$ cat src/hdl/aes_block_cipher_macros.svh
// Assertion macros used by the cipher's top-level RTL.
`ifndef AES_BLOCK_CIPHER_MACROS_SVH
`define AES_BLOCK_CIPHER_MACROS_SVH
// Assert that an implication holds at every clock edge outside reset.
`define AES_ASSERT_IMP(label, ante, cons, msg) \
  label: assert property (@(posedge clk) disable iff (rst) (ante) |-> (cons)) else $error(msg);
// Assert that an implication holds in the cycle after the antecedent.
`define AES_ASSERT_NEXT(label, ante, cons, msg) \
  label: assert property (@(posedge clk) disable iff (rst) (ante) |=> (cons)) else $error(msg);
`endif

$ cat src/hdl/aes_pkg.sv
`default_nettype none
package aes_pkg;

  // Round-key store: one 128-bit entry per round key, 15 at most.
  localparam int unsigned RkRounds = 15;
  localparam int unsigned RkAddrW  = 6;

  // Configuration register indexes.
  localparam logic [2:0] REG_KEY_SIZE = 3'd0;
  localparam logic [2:0] REG_KEY_W0   = 3'd1;
  localparam logic [2:0] REG_KEY_W1   = 3'd2;
  localparam logic [2:0] REG_KEY_W2   = 3'd3;
  localparam logic [2:0] REG_KEY_W3   = 3'd4;

  // Request types.
  localparam logic REQ_ENC = 1'b0;
  localparam logic REQ_DEC = 1'b1;

  // Datapath operations.
  typedef enum logic [2:0] {
    OP_NONE  = 3'd0,
    OP_KLOAD = 3'd1,
    OP_KEXP  = 3'd2,
    OP_LOAD  = 3'd3,
    OP_ROUND = 3'd4,
    OP_LAST  = 3'd5,
    OP_KEY   = 3'd6
  } dp_op_t;

  typedef struct packed {
    dp_op_t              op;
    logic                dec;
    logic [RkAddrW-1:0]  rk_addr;   // round-key word written during expansion
    logic [3:0]          rnd;       // round key read for the next cycle
  } dp_cmd_t;

  typedef struct packed {
    logic [3:0] nk;
    logic [3:0] nr;
  } dp_stat_t;

  localparam logic [7:0] SBOX [256] = '{
    8'h63,8'h7c,8'h77,8'h7b,8'hf2,8'h6b,8'h6f,8'hc5,8'h30,8'h01,8'h67,8'h2b,8'hfe,8'hd7,8'hab,8'h76,
    8'hca,8'h82,8'hc9,8'h7d,8'hfa,8'h59,8'h47,8'hf0,8'had,8'hd4,8'ha2,8'haf,8'h9c,8'ha4,8'h72,8'hc0,
    8'hb7,8'hfd,8'h93,8'h26,8'h36,8'h3f,8'hf7,8'hcc,8'h34,8'ha5,8'he5,8'hf1,8'h71,8'hd8,8'h31,8'h15,
    8'h04,8'hc7,8'h23,8'hc3,8'h18,8'h96,8'h05,8'h9a,8'h07,8'h12,8'h80,8'he2,8'heb,8'h27,8'hb2,8'h75,
    8'h09,8'h83,8'h2c,8'h1a,8'h1b,8'h6e,8'h5a,8'ha0,8'h52,8'h3b,8'hd6,8'hb3,8'h29,8'he3,8'h2f,8'h84,
    8'h53,8'hd1,8'h00,8'hed,8'h20,8'hfc,8'hb1,8'h5b,8'h6a,8'hcb,8'hbe,8'h39,8'h4a,8'h4c,8'h58,8'hcf,
    8'hd0,8'hef,8'haa,8'hfb,8'h43,8'h4d,8'h33,8'h85,8'h45,8'hf9,8'h02,8'h7f,8'h50,8'h3c,8'h9f,8'ha8,
    8'h51,8'ha3,8'h40,8'h8f,8'h92,8'h9d,8'h38,8'hf5,8'hbc,8'hb6,8'hda,8'h21,8'h10,8'hff,8'hf3,8'hd2,
    8'hcd,8'h0c,8'h13,8'hec,8'h5f,8'h97,8'h44,8'h17,8'hc4,8'ha7,8'h7e,8'h3d,8'h64,8'h5d,8'h19,8'h73,
    8'h60,8'h81,8'h4f,8'hdc,8'h22,8'h2a,8'h90,8'h88,8'h46,8'hee,8'hb8,8'h14,8'hde,8'h5e,8'h0b,8'hdb,
    8'he0,8'h32,8'h3a,8'h0a,8'h49,8'h06,8'h24,8'h5c,8'hc2,8'hd3,8'hac,8'h62,8'h91,8'h95,8'he4,8'h79,
    8'he7,8'hc8,8'h37,8'h6d,8'h8d,8'hd5,8'h4e,8'ha9,8'h6c,8'h56,8'hf4,8'hea,8'h65,8'h7a,8'hae,8'h08,
    8'hba,8'h78,8'h25,8'h2e,8'h1c,8'ha6,8'hb4,8'hc6,8'he8,8'hdd,8'h74,8'h1f,8'h4b,8'hbd,8'h8b,8'h8a,
    8'h70,8'h3e,8'hb5,8'h66,8'h48,8'h03,8'hf6,8'h0e,8'h61,8'h35,8'h57,8'hb9,8'h86,8'hc1,8'h1d,8'h9e,
    8'he1,8'hf8,8'h98,8'h11,8'h69,8'hd9,8'h8e,8'h94,8'h9b,8'h1e,8'h87,8'he9,8'hce,8'h55,8'h28,8'hdf,
    8'h8c,8'ha1,8'h89,8'h0d,8'hbf,8'he6,8'h42,8'h68,8'h41,8'h99,8'h2d,8'h0f,8'hb0,8'h54,8'hbb,8'h16
  };

  localparam logic [7:0] INV_SBOX [256] = '{
    8'h52,8'h09,8'h6a,8'hd5,8'h30,8'h36,8'ha5,8'h38,8'hbf,8'h40,8'ha3,8'h9e,8'h81,8'hf3,8'hd7,8'hfb,
    8'h7c,8'he3,8'h39,8'h82,8'h9b,8'h2f,8'hff,8'h87,8'h34,8'h8e,8'h43,8'h44,8'hc4,8'hde,8'he9,8'hcb,
    8'h54,8'h7b,8'h94,8'h32,8'ha6,8'hc2,8'h23,8'h3d,8'hee,8'h4c,8'h95,8'h0b,8'h42,8'hfa,8'hc3,8'h4e,
    8'h08,8'h2e,8'ha1,8'h66,8'h28,8'hd9,8'h24,8'hb2,8'h76,8'h5b,8'ha2,8'h49,8'h6d,8'h8b,8'hd1,8'h25,
    8'h72,8'hf8,8'hf6,8'h64,8'h86,8'h68,8'h98,8'h16,8'hd4,8'ha4,8'h5c,8'hcc,8'h5d,8'h65,8'hb6,8'h92,
    8'h6c,8'h70,8'h48,8'h50,8'hfd,8'hed,8'hb9,8'hda,8'h5e,8'h15,8'h46,8'h57,8'ha7,8'h8d,8'h9d,8'h84,
    8'h90,8'hd8,8'hab,8'h00,8'h8c,8'hbc,8'hd3,8'h0a,8'hf7,8'he4,8'h58,8'h05,8'hb8,8'hb3,8'h45,8'h06,
    8'hd0,8'h2c,8'h1e,8'h8f,8'hca,8'h3f,8'h0f,8'h02,8'hc1,8'haf,8'hbd,8'h03,8'h01,8'h13,8'h8a,8'h6b,
    8'h3a,8'h91,8'h11,8'h41,8'h4f,8'h67,8'hdc,8'hea,8'h97,8'hf2,8'hcf,8'hce,8'hf0,8'hb4,8'he6,8'h73,
    8'h96,8'hac,8'h74,8'h22,8'he7,8'had,8'h35,8'h85,8'he2,8'hf9,8'h37,8'he8,8'h1c,8'h75,8'hdf,8'h6e,
    8'h47,8'hf1,8'h1a,8'h71,8'h1d,8'h29,8'hc5,8'h89,8'h6f,8'hb7,8'h62,8'h0e,8'haa,8'h18,8'hbe,8'h1b,
    8'hfc,8'h56,8'h3e,8'h4b,8'hc6,8'hd2,8'h79,8'h20,8'h9a,8'hdb,8'hc0,8'hfe,8'h78,8'hcd,8'h5a,8'hf4,
    8'h1f,8'hdd,8'ha8,8'h33,8'h88,8'h07,8'hc7,8'h31,8'hb1,8'h12,8'h10,8'h59,8'h27,8'h80,8'hec,8'h5f,
    8'h60,8'h51,8'h7f,8'ha9,8'h19,8'hb5,8'h4a,8'h0d,8'h2d,8'he5,8'h7a,8'h9f,8'h93,8'hc9,8'h9c,8'hef,
    8'ha0,8'he0,8'h3b,8'h4d,8'hae,8'h2a,8'hf5,8'hb0,8'hc8,8'heb,8'hbb,8'h3c,8'h83,8'h53,8'h99,8'h61,
    8'h17,8'h2b,8'h04,8'h7e,8'hba,8'h77,8'hd6,8'h26,8'he1,8'h69,8'h14,8'h63,8'h55,8'h21,8'h0c,8'h7d
  };

  localparam logic [7:0] RCON [11] = '{
    8'h8d,8'h01,8'h02,8'h04,8'h08,8'h10,8'h20,8'h40,8'h80,8'h1b,8'h36
  };

  function automatic logic [7:0] xtime(input logic [7:0] x);
    xtime = {x[6:0], 1'b0} ^ (x[7] ? 8'h1b : 8'h00);
  endfunction

endpackage
`default_nettype wire

$ cat src/hdl/aes_ctrl.sv
`default_nettype none
module aes_ctrl (
  input  wire logic              clk,
  input  wire logic              rst,
  input  wire logic              cfg_wr,
  input  wire logic              in_go,
  input  wire logic              req_dec,
  input  wire logic              out_busy,
  input  wire aes_pkg::dp_stat_t stat,
  output aes_pkg::dp_cmd_t       cmd,
  output logic                   ready_in,
  output logic                   cfg_ready,
  output logic                   out_load
);

  typedef enum logic [5:0] {
    S_EXP_INIT = 6'b000001,
    S_EXP      = 6'b000010,
    S_IDLE     = 6'b000100,
    S_KEY      = 6'b001000,
    S_RUN      = 6'b010000,
    S_DONE     = 6'b100000
  } state_t;

  state_t                          state, state_next;
  logic [aes_pkg::RkAddrW-1:0]     widx, widx_next;
  logic [3:0]                      rnd, rnd_next;
  logic                            dec, dec_next;
  logic [aes_pkg::RkAddrW-1:0]     total;

  // Schedule length: 4 * (Nr + 1) words.
  assign total = {stat.nr + 4'd1, 2'b00};

  // State register and counters.
  always_ff @(posedge clk) begin
    if (rst) begin
      state <= S_EXP_INIT;
      widx  <= '0;
      rnd   <= '0;
      dec   <= 1'b0;
    end else begin
      state <= state_next;
      widx  <= widx_next;
      rnd   <= rnd_next;
      dec   <= dec_next;
    end
  end

  // Next-state logic and command generation. The round key is read in the
  // cycle before its use, so cmd.rnd names the round of the next cycle.
  always_comb begin
    state_next  = state;
    widx_next   = widx;
    rnd_next    = rnd;
    dec_next    = dec;
    cmd         = '{op: aes_pkg::OP_NONE, dec: dec, rk_addr: '0, rnd: rnd};
    ready_in    = 1'b0;
    cfg_ready   = 1'b0;
    out_load    = 1'b0;
    case (state)
      S_EXP_INIT: begin
        widx_next  = '0;
        state_next = S_EXP;
      end
      S_EXP: begin
        cmd.rk_addr = widx;
        cmd.op = (widx < {2'b00, stat.nk}) ? aes_pkg::OP_KLOAD : aes_pkg::OP_KEXP;
        widx_next = widx + 1'b1;
        if (widx_next == total) state_next = S_IDLE;
      end
      S_IDLE: begin
        cfg_ready = 1'b1;
        ready_in  = 1'b1;
        if (cfg_wr) begin
          state_next = S_EXP_INIT;
        end else if (in_go) begin
          dec_next    = req_dec;
          cmd.op      = aes_pkg::OP_LOAD;
          cmd.dec     = req_dec;
          cmd.rnd     = req_dec ? stat.nr : 4'd0;
          rnd_next    = req_dec ? stat.nr - 4'd1 : 4'd1;
          state_next  = S_KEY;
        end
      end
      S_KEY: begin
        cmd.op     = aes_pkg::OP_KEY;
        cmd.rnd    = rnd;
        state_next = S_RUN;
      end
      S_RUN: begin
        if ((!dec && rnd == stat.nr) || (dec && rnd == 4'd0)) begin
          cmd.op     = aes_pkg::OP_LAST;
          state_next = S_DONE;
        end else begin
          cmd.op   = aes_pkg::OP_ROUND;
          rnd_next = dec ? rnd - 4'd1 : rnd + 4'd1;
          cmd.rnd  = rnd_next;
        end
      end
      S_DONE: begin
        if (!out_busy) begin
          out_load   = 1'b1;
          state_next = S_IDLE;
        end
      end
      default: state_next = S_EXP_INIT;
    endcase
  end

endmodule
`default_nettype wire

$ cat config.mk
export PLATFORM = sky130hd
export DESIGN_NAME = aes_ctrl
export DESIGN_NICKNAME = d
export VERILOG_FILES = /design/src/hdl/aes_block_cipher_macros.svh /design/src/hdl/aes_pkg.sv /design/src/hdl/aes_ctrl.sv
export SDC_FILE = /design/constraint.sdc
export NUM_CORES = 1
export LEC_CHECK = 0
export BUFFER_PORTS_ARGS = -buffer_cell sky130_fd_sc_hd__buf_2
export CAP_MARGIN = 20
export CORE_ASPECT_RATIO = 1.2
export CORE_MARGIN = 3
export CORE_UTILIZATION = 50
export DETAILED_ROUTE_END_ITERATION = 6
export GPL_TIMING_DRIVEN = 0
export HOLD_SLACK_MARGIN = 0.1
export MAX_ROUTING_LAYER = met4
export PLACE_DENSITY = 0.73
export SYNTH_ARGS = -nofsm -noshare
export SYNTH_HDL_FRONTEND = slang
export SYNTH_SLANG_ARGS = --single-unit
$ cat constraint.sdc
create_clock -name clk -period 2.2 [get_ports clk]
set_input_delay 0.11 -clock clk [delete_from_list [all_inputs] [get_ports clk]]
set_output_delay 0.11 -clock clk [all_outputs]
set_load 0.02 [all_outputs]
==> results of run 1 <==
## what timing repair did
| item | CTS | global route |
|---|---|---|
| hold buffers | 1 | 0 |
| endpoints found under the setup margin | 6 | 5 |
| endpoints found under the hold margin | 3 | 0 |
| setup buffers | 12 | 3 |
| resized for setup | 14 | 24 |
| pin swaps | 6 | 10 |
## routing by layer
metal / wire (um) / part of all wire (%) / up-vias
met3: 189 / 4.3 / 15
li1: - / - / 775
met1: 1800 / 41 / 759
met5: 0 / 0 / -
met4: 152 / 3.5 / 0
met2: 2248 / 51 / 49
## synthesized netlist by cell type, drive strengths merged, types with 2 or more instances
| cell | n | area share, % |
|---|---|---|
| nor3b | 2 | 0.97 |
| a31oi | 4 | 1.6 |
| buf | 11 | 5.1 |
| nand2 | 10 | 2.6 |
| nor4 | 2 | 2.8 |
| nor2 | 13 | 3.2 |
| and2 | 12 | 5.0 |
| inv | 10 | 2.4 |
| o221ai | 2 | 1.1 |
| xor2 | 7 | 4.0 |
| a21o | 5 | 2.4 |
| o211ai | 3 | 1.5 |
| o21ai | 7 | 2.3 |
| ha | 8 | 6.5 |
| nand3 | 9 | 3.2 |
| nand4b | 2 | 1.5 |
| nor3 | 5 | 1.6 |
| clkbuf | 2 | 0.49 |
| a22oi | 2 | 0.97 |
| dfxtp | 17 | 22 |
| nand3b | 3 | 1.7 |
| nor2b | 2 | 0.81 |
| xnor2 | 12 | 6.8 |
| a21oi | 13 | 4.5 |
| a211oi | 2 | 0.97 |
| or3 | 5 | 2.0 |
| and3 | 4 | 1.6 |
| o31ai | 2 | 1.3 |
## state kept, by name (all words and copies together), names as in the netlist
name	flops
rnd	4
dec	1
state	6
widx	6
## worst reg2reg max path, cell delays in order, from the launching register on
cell                       delay (ns)
sky130_fd_sc_hd__dfxtp_4         0.37
sky130_fd_sc_hd__buf_4           0.17
sky130_fd_sc_hd__nor4b_1         0.32
sky130_fd_sc_hd__nand2_1         0.15
sky130_fd_sc_hd__o31ai_4         0.11
sky130_fd_sc_hd__buf_6           0.16
sky130_fd_sc_hd__buf_4           0.13
sky130_fd_sc_hd__buf_4           0.12
sky130_fd_sc_hd__mux2i_1         0.18
sky130_fd_sc_hd__a211oi_1        0.08
## layout make-up
cell class              count  area [um2]  area share [%]
multi-input cells         151        1191           59.09
flip-flops and latches     17       359.1           17.82
repair buffers             45       280.3           13.90
plain buffers              11       78.83           3.911
well taps                  34       42.54           2.110
inverters                  10       37.54           1.862
clock buffers               4       26.28           1.304
## worst paths after layout
kind | depth (start not counted) | end | startpoint
min | 3 | state[3] | in_go
max | 6 | cmd[3] | state[2]
max reg2reg | 9 | rnd[1] | rnd[1]
min reg2reg | 2 | widx[1] | widx[1]
## stage by stage
step / util, % / instance area [um2] / worst slack, ns / total power [mW] / setup TNS [ns]
after CTS: 67.23 / 1926 / 0.002040 / 0.7903 / 0
after global placement: 60.55 / 1734 / 0.01611 / 0.5752 / 0
after global routing: 70.38 / 2016 / -0.05659 / 0.8551 / -0.1084
after floorplan: - / 1546 / 0.3538 / 0.5186 / 0
after detailed placement: 60.55 / 1734 / 0.04384 / 0.5837 / 0
final: 70.38 / 2016 / 0.04600 / 0.8071 / 0
## power breakdown
part           switching (mW)  internal [mW]  leakage (nW)  total (mW)
Combinational           0.149          0.135         0.772       0.284
Sequential             0.0307          0.320         0.143       0.351
Clock                   0.101         0.0707        0.0150       0.172
## logic make-up (layout without fill, tap and decap cells)
kind of cell | Yosys count | in the layout | synth area share [%]
mux | 1 | 1 | 0.6473
simple gates | 77 | 77 | 31.07
fa+ha+maj | 9 | 9 | 7.767
xor+xnor | 19 | 19 | 10.76
flops | 17 | 17 | 22.01
buf+inv | 23 | 70 | 8.010
compound gates | 45 | 45 | 19.74
==> metrics.yaml, run 1 <==
synthesis:
  flip_flop_and_latch_count_after_synthesis: 17
  edff_count_synth: 0
  syn_nets: 214
  synth-seq-area-share_pct: 22.01
  synth.yosys.warnings: 0
  avgSynthCellArea_um2: 8.097
  ys_async_sr_fraction_pct: 0
  post_synth_num_cell_types: 53
  synth_ff_type: "sky130_fd_sc_hd__dfxtp_1"
  synthesis.instances: 191
  syn-cell-area_mm2: 0.001546
critical_path:
  critical_path_required_ns: 2.09
  endpoint_kind: "output pin"
  path_common_cell: "sky130_fd_sc_hd__buf_4"
  critPathLaunchType: "register"
  timing.setup.critical_path_class: "register to output pin"
  critical_path_peak_fanout: 4
  regToRegSetupSlack_ns: 0.29
  crit_path_max_incr_delay_ns: 0.52
  slowest_stage: "sky130_fd_sc_hd__or4_4"
  cp_num_buf_inv: 2
  critical_path.cell_chain: "nor4_4 -> buf_4 -> nand3b_4 -> or4_4 -> o211ai_1 -> buf_4"
  critPathArrivalTime_ns: 2.04
  worst_path_dominant_cell_family: "simple AND/OR/NAND/NOR gates"
grt:
  globalRouteOverflowTotal: 0
  grt_use_met3_pct: 2.326
  global_route.peak_usage_layer: "met2"
  gr-usage-all-layers_pct: 24.89
  met2_grt_util_pct: 43.50
  use_met1_pct: 27.86
  grt_antenna_before_repair: 0
  first_global_vias: 1617
  maximum_number_of_pins_on_one_net_before_global_route_repair: 11
  grt_first_pass_wirelength_um: 7217
power:
  power_leakage_nw: 0.9298
  peak_supply_drop_uv: 311.3
  power_per_cell_area_mw_per_mm2: 400.4
cts:
  worst_skew_pair.late_latency_ns: 0.30
  worst_setup_hold_path_clk_slew_ns: 0.10
  cts_num_sinks: 17
  tritoncts_clock_tree: "built"
  cts-buffers-inserted: 3
  clock_tree.root_cell: "sky130_fd_sc_hd__clkbuf_4"
  cts_buffer_depth: 2
  number_of_h_tree_levels: 1
timing:
  period_needed_ns: 2.154
  finalHoldViolCount: 0
  finalHoldWorstSlack_ns: 0.2176
  clock-skew-final_ns: 0.005166
  maxSlewViolCount: 0
  achievable-frequency_mhz: 464.3
  worst_pin_slew_ns: 0.4619
  timing.final.setup_violations: 0
  finalCritPeriodShare_pct: 97.91
  rsz0062_at_grt: "true"
  slew_headroom_pct: 69.21
floorplan:
  fp.dieArea_mm2: 0.003799
  top_level_ports: 31
  fp.coreArea_mm2: 0.002864
  std_cell_rows: 21
  overall_die_height_um: 66.92
  effective_utilization_at_floorplan_pct: 54.00
  die_x_um: 56.77
finish:
  layout-drive-gt1-share_pct: 36.55
  finalNetCount: 262
  finish.cell_count_without_fillers: 272
  area_growth_syn_to_layout_pct: 30.34
  insertedDiodeCount: 0
  most-common-layout-cells: "27 x sky130_fd_sc_hd__buf_2, 23 x sky130_fd_sc_hd__buf_4, 13 x sky130_fd_sc_hd__nor2_1"
  filler_cells_inserted: 241
  mostFrequentLayoutCell: "sky130_fd_sc_hd__buf_2"
detailed_routing:
  number_of_remaining_drc_errors: 0
  drt_first_iter_violations: 53
  route.detailed.wl_per_inst_um: 16.14
  drtPass1Iterations: 4
  antenna_violating_nets_post_route: 0
  route.vias.total: 1598
  drt-total-wl_um: 4390
  via_per_inst: 5.875
placement:
  numPortBuffers: 29
  gp_congestion: 0.8961
  dp.final_hpwl_um: 2987
  post-place-cells: 254
flow_run:
  cap_viol_max_count: 0
outcome:
  outcome: "completed"
min_path:
  hp_class: "primary input to register"
Power figures use the tool's default switching activity.
==> run 2: changes to the inputs <==
PLACE_DENSITY = 0.75   (was 0.73)
clock period = 1.88 ns   (was 2.2 ns; I/O delays follow)
==> run 2 against run 1 <==
  * The flow now finishes with violations (negative setup slack)
  * Non-clock buffer count up 9
  * Worst hold slack worse by 0.0014 ns
  * Clock skew up 0.0034 ns
  * Sequential share of layout area down 1.2 points
  * Sequential power up 15%
  * Core utilization up 7.5 points
  * Total power up 16%
  * Cell count up 3.3%
  * Largest cell class unchanged
  * Largest power group unchanged
==> metrics.yaml, run 2 (synthesized netlist as in run 1, its figures left out) <==
placement:
  preCtsSetupSlack_ns: -0.2584  # was 0.04384 ns
  placedInstanceArea_mm2: 0.001734  # unchanged
  post-place-cells: 254  # unchanged
  dp.final_hpwl_um: 2988  # was 2987 um
  numPortBuffers: 29  # unchanged
  gp_congestion: 0.9021  # was 0.8961
detailed_routing:
  route.vias.total: 1671  # was 1598
  routed-wl-met3_um: 269  # was 189 um
  drt-total-wl_um: 4810  # was 4390 um
  drt_first_iter_violations: 61  # was 53
  via_per_inst: 5.947  # was 5.875
  drtPass1Iterations: 4  # unchanged
  route.detailed.wl_per_inst_um: 17.12  # was 16.14 um
  number_of_remaining_drc_errors: 0  # unchanged
  met2_layer_wire_length_in_the_routed_design_um: 2542  # was 2248 um
  drt-met1-wl_um: 1867  # was 1800 um
  antenna_violating_nets_post_route: 0  # unchanged
  highest_layer_used_for_signal_routing: "met4"  # unchanged
power:
  power.switching_fraction_pct: 34.34  # was 34.82%
  power_frac_clock_pct: 21.0  # was 21.3%
  peak_supply_drop_uv: 644.1  # was 311.3 uV
  p_seq_share_pct: 43.2  # was 43.5%
  power_leakage_nw: 1.008  # was 0.9298 nW
  total_power_uw: 937.7  # was 807.1 uW
  internal_power_consumption_uw: 615.7  # was 526.1 uW
  switching_power_summed_over_all_nets_uw: 322.0  # was 281.1 uW
  combinationalPowerShare_pct: 35.8  # was 35.2%
  power_per_cell_area_mw_per_mm2: 420.5  # was 400.4 mW/mm2
finish:
  most-common-layout-cells: "30 x sky130_fd_sc_hd__buf_4, 23 x sky130_fd_sc_hd__buf_2, 12 x sky130_fd_sc_hd__nor2_1"  # was 27 x sky130_fd_sc_hd__buf_2, 23 x sky130_fd_sc_hd__buf_4, 13 x sky130_fd_sc_hd__nor2_1
  area_growth_syn_to_layout_pct: 44.17  # was 30.34%
  fin_util_pct: 77.85  # was 70.38%
  layout-drive-gt1-share_pct: 43.32  # was 36.55%
  mostFrequentLayoutCell: "sky130_fd_sc_hd__buf_4"  # was sky130_fd_sc_hd__buf_2
  insertedDiodeCount: 0  # unchanged
  finish.cell_count_without_fillers: 281  # was 272
  finalNetCount: 271  # was 262
  postLayoutCellArea_mm2: 0.002230  # was 0.002016 mm2
  largest_registers_in_the_final_layout: "state: 6 flops, widx: 6 flops, rnd: 4 flops"  # unchanged
floorplan:
  fp.coreArea_mm2: 0.002864  # unchanged
  effective_utilization_at_floorplan_pct: 54.00  # unchanged
  die_x_um: 56.77  # unchanged
  std_cell_rows: 21  # unchanged
  overall_die_height_um: 66.92  # unchanged
  top_level_ports: 31  # unchanged
  fp.dieArea_mm2: 0.003799  # unchanged
min_path:
  whs_path_depth: 3  # unchanged
  hp_class: "primary input to register"  # unchanged
  timing.hold.worst_endpoint: "state[3]"  # unchanged
  min_from: "in_go"  # unchanged
timing:
  worst_pin_slew_ns: 0.5248  # was 0.4619 ns
  timing.final.setup_violations: 7  # was 0
  achievable-frequency_mhz: 463.6
  final_sum_of_negative_setup_slack_ns: -1.310  # was 0 ns
  finalHoldViolCount: 0  # unchanged
  maxSlewViolCount: 0  # unchanged
  layout_setup_ws_ns: -0.2769  # was 0.04600 ns
  finalCritPeriodShare_pct: 114.7
  slew_headroom_pct: 65.02  # was 69.21%
  period_needed_ns: 2.157
  finalHoldWorstSlack_ns: 0.2162  # was 0.2176 ns
  clock-skew-final_ns: 0.008571  # was 0.005166 ns
  rsz0062_at_grt: "true"  # unchanged
critical_path:
  crit_path_max_incr_delay_ns: 0.47  # was 0.52 ns
  critical_path_peak_fanout: 3  # was 4
  critPathLaunchType: "register"  # unchanged
  worstRegToRegCells: 7  # was 9
  regToRegSetupSlack_ns: 0.03  # was 0.29 ns
  critPathArrivalTime_ns: 2.06  # was 2.04 ns
  cp_num_buf_inv: 3  # was 2
  worst_path_dominant_cell_family: "simple AND/OR/NAND/NOR gates"  # unchanged
  path_common_cell: "sky130_fd_sc_hd__buf_4"  # unchanged
  critical_path_required_ns: 1.79  # was 2.09 ns
  slowest_stage: "sky130_fd_sc_hd__or4_4"  # unchanged
  endpoint_kind: "output pin"  # unchanged
  critical_path.reg2reg.startpoint: "state[5]"  # was rnd[1]
  timing.setup.critical_path_class: "register to output pin"  # unchanged
  critical_path.cell_chain: "buf_6 -> nor4b_4 -> nand2_1 -> o31ai_4 -> buf_4 -> or4_4 -> o211ai_1 -> buf_4"  # was nor4_4 -> buf_4 -> nand3b_4 -> or4_4 -> o211ai_1 -> buf_4
  critical_path.reg2reg.endpoint: "rnd[3]"  # was rnd[1]
outcome:
  outcome: "finished with violations"  # was completed
  failing_checks: "negative setup slack"
grt:
  gr-usage-all-layers_pct: 25.68  # was 24.89%
  grt_first_pass_wirelength_um: 7458  # was 7217 um
  globalRouteOverflowTotal: 0  # unchanged
  maximum_number_of_pins_on_one_net_before_global_route_repair: 11  # unchanged
  grt_antenna_before_repair: 0  # unchanged
  first_global_vias: 1645  # was 1617
cts:
  cts-buffers-inserted: 3  # unchanged
  number_of_h_tree_levels: 1  # unchanged
  cts_buffer_depth: 2  # unchanged
  cts_num_sinks: 17  # unchanged
  clock_tree.root_cell: "sky130_fd_sc_hd__clkbuf_4"  # unchanged
  tritoncts_clock_tree: "built"  # unchanged
  worst_setup_hold_path_clk_slew_ns: 0.10  # about the same
  worst_skew_pair.late_latency_ns: 0.29  # was 0.30 ns
flow_run:
  cap_viol_max_count: 0  # unchanged
-- run 2: timing repair --
action	4_1_cts	5_1_grt
pin swaps	15	14
resized for setup	46	18
hold buffers	1	0
setup buffers	15	12
endpoints found under the hold margin	3	0
setup endpoints to repair	14	19
-- run 2: worst max-delay path by stage --
stage | start | endpoint | slack, ns | depth (start not counted)
floorplan | dec | cmd[3] | 0.05 | 6
global placement | widx[1] | cmd[11] | -0.32 | 6
detailed placement | widx[1] | cmd[11] | -0.26 | 6
CTS | dec | cmd[3] | -0.23 | 7
global route | state[5] | cmd[3] | -0.35 | 5
finish | dec | cmd[3] | -0.28 | 8
-- run 2: routing by layer --
| layer | up-vias | global-route usage [%] |
|---|---|---|
| met1 | 779 | 26.48 |
| met4 | 0 | 14.49 |
| li1 | 795 | - |
| met2 | 83 | 46.53 |
| met3 | 14 | 3.876 |
| met5 | - | - |
-- run 2: area by class of cell --
cell class	count	area, um2
timing repair buffer	56	410.4
clock buffer	4	26.28
sequential	17	370.4
multi-input combinational	151	1269
inverter	10	37.54
buffer	9	73.82
fill	197	634.4
tap	34	42.54
-- run 2: power by group through the flow --
| stage | combinational [mW] | sequential (mW) | clock (mW) |
|---|---|---|---|
| floorplan | 0.207 | 0.400 | 0 |
| global placement | 0.266 | 0.403 | 0 |
| detailed placement | 0.278 | 0.404 | 0 |
| CTS | 0.314 | 0.405 | 0.204 |
| global route | 0.368 | 0.408 | 0.228 |
| finish | 0.336 | 0.405 | 0.197 |
-- run 2: tightest hold or removal path, delay by kind of cell --
family	cells	cell delay [ns]
simple gates	2	0.26
buf+inv	1	0.12
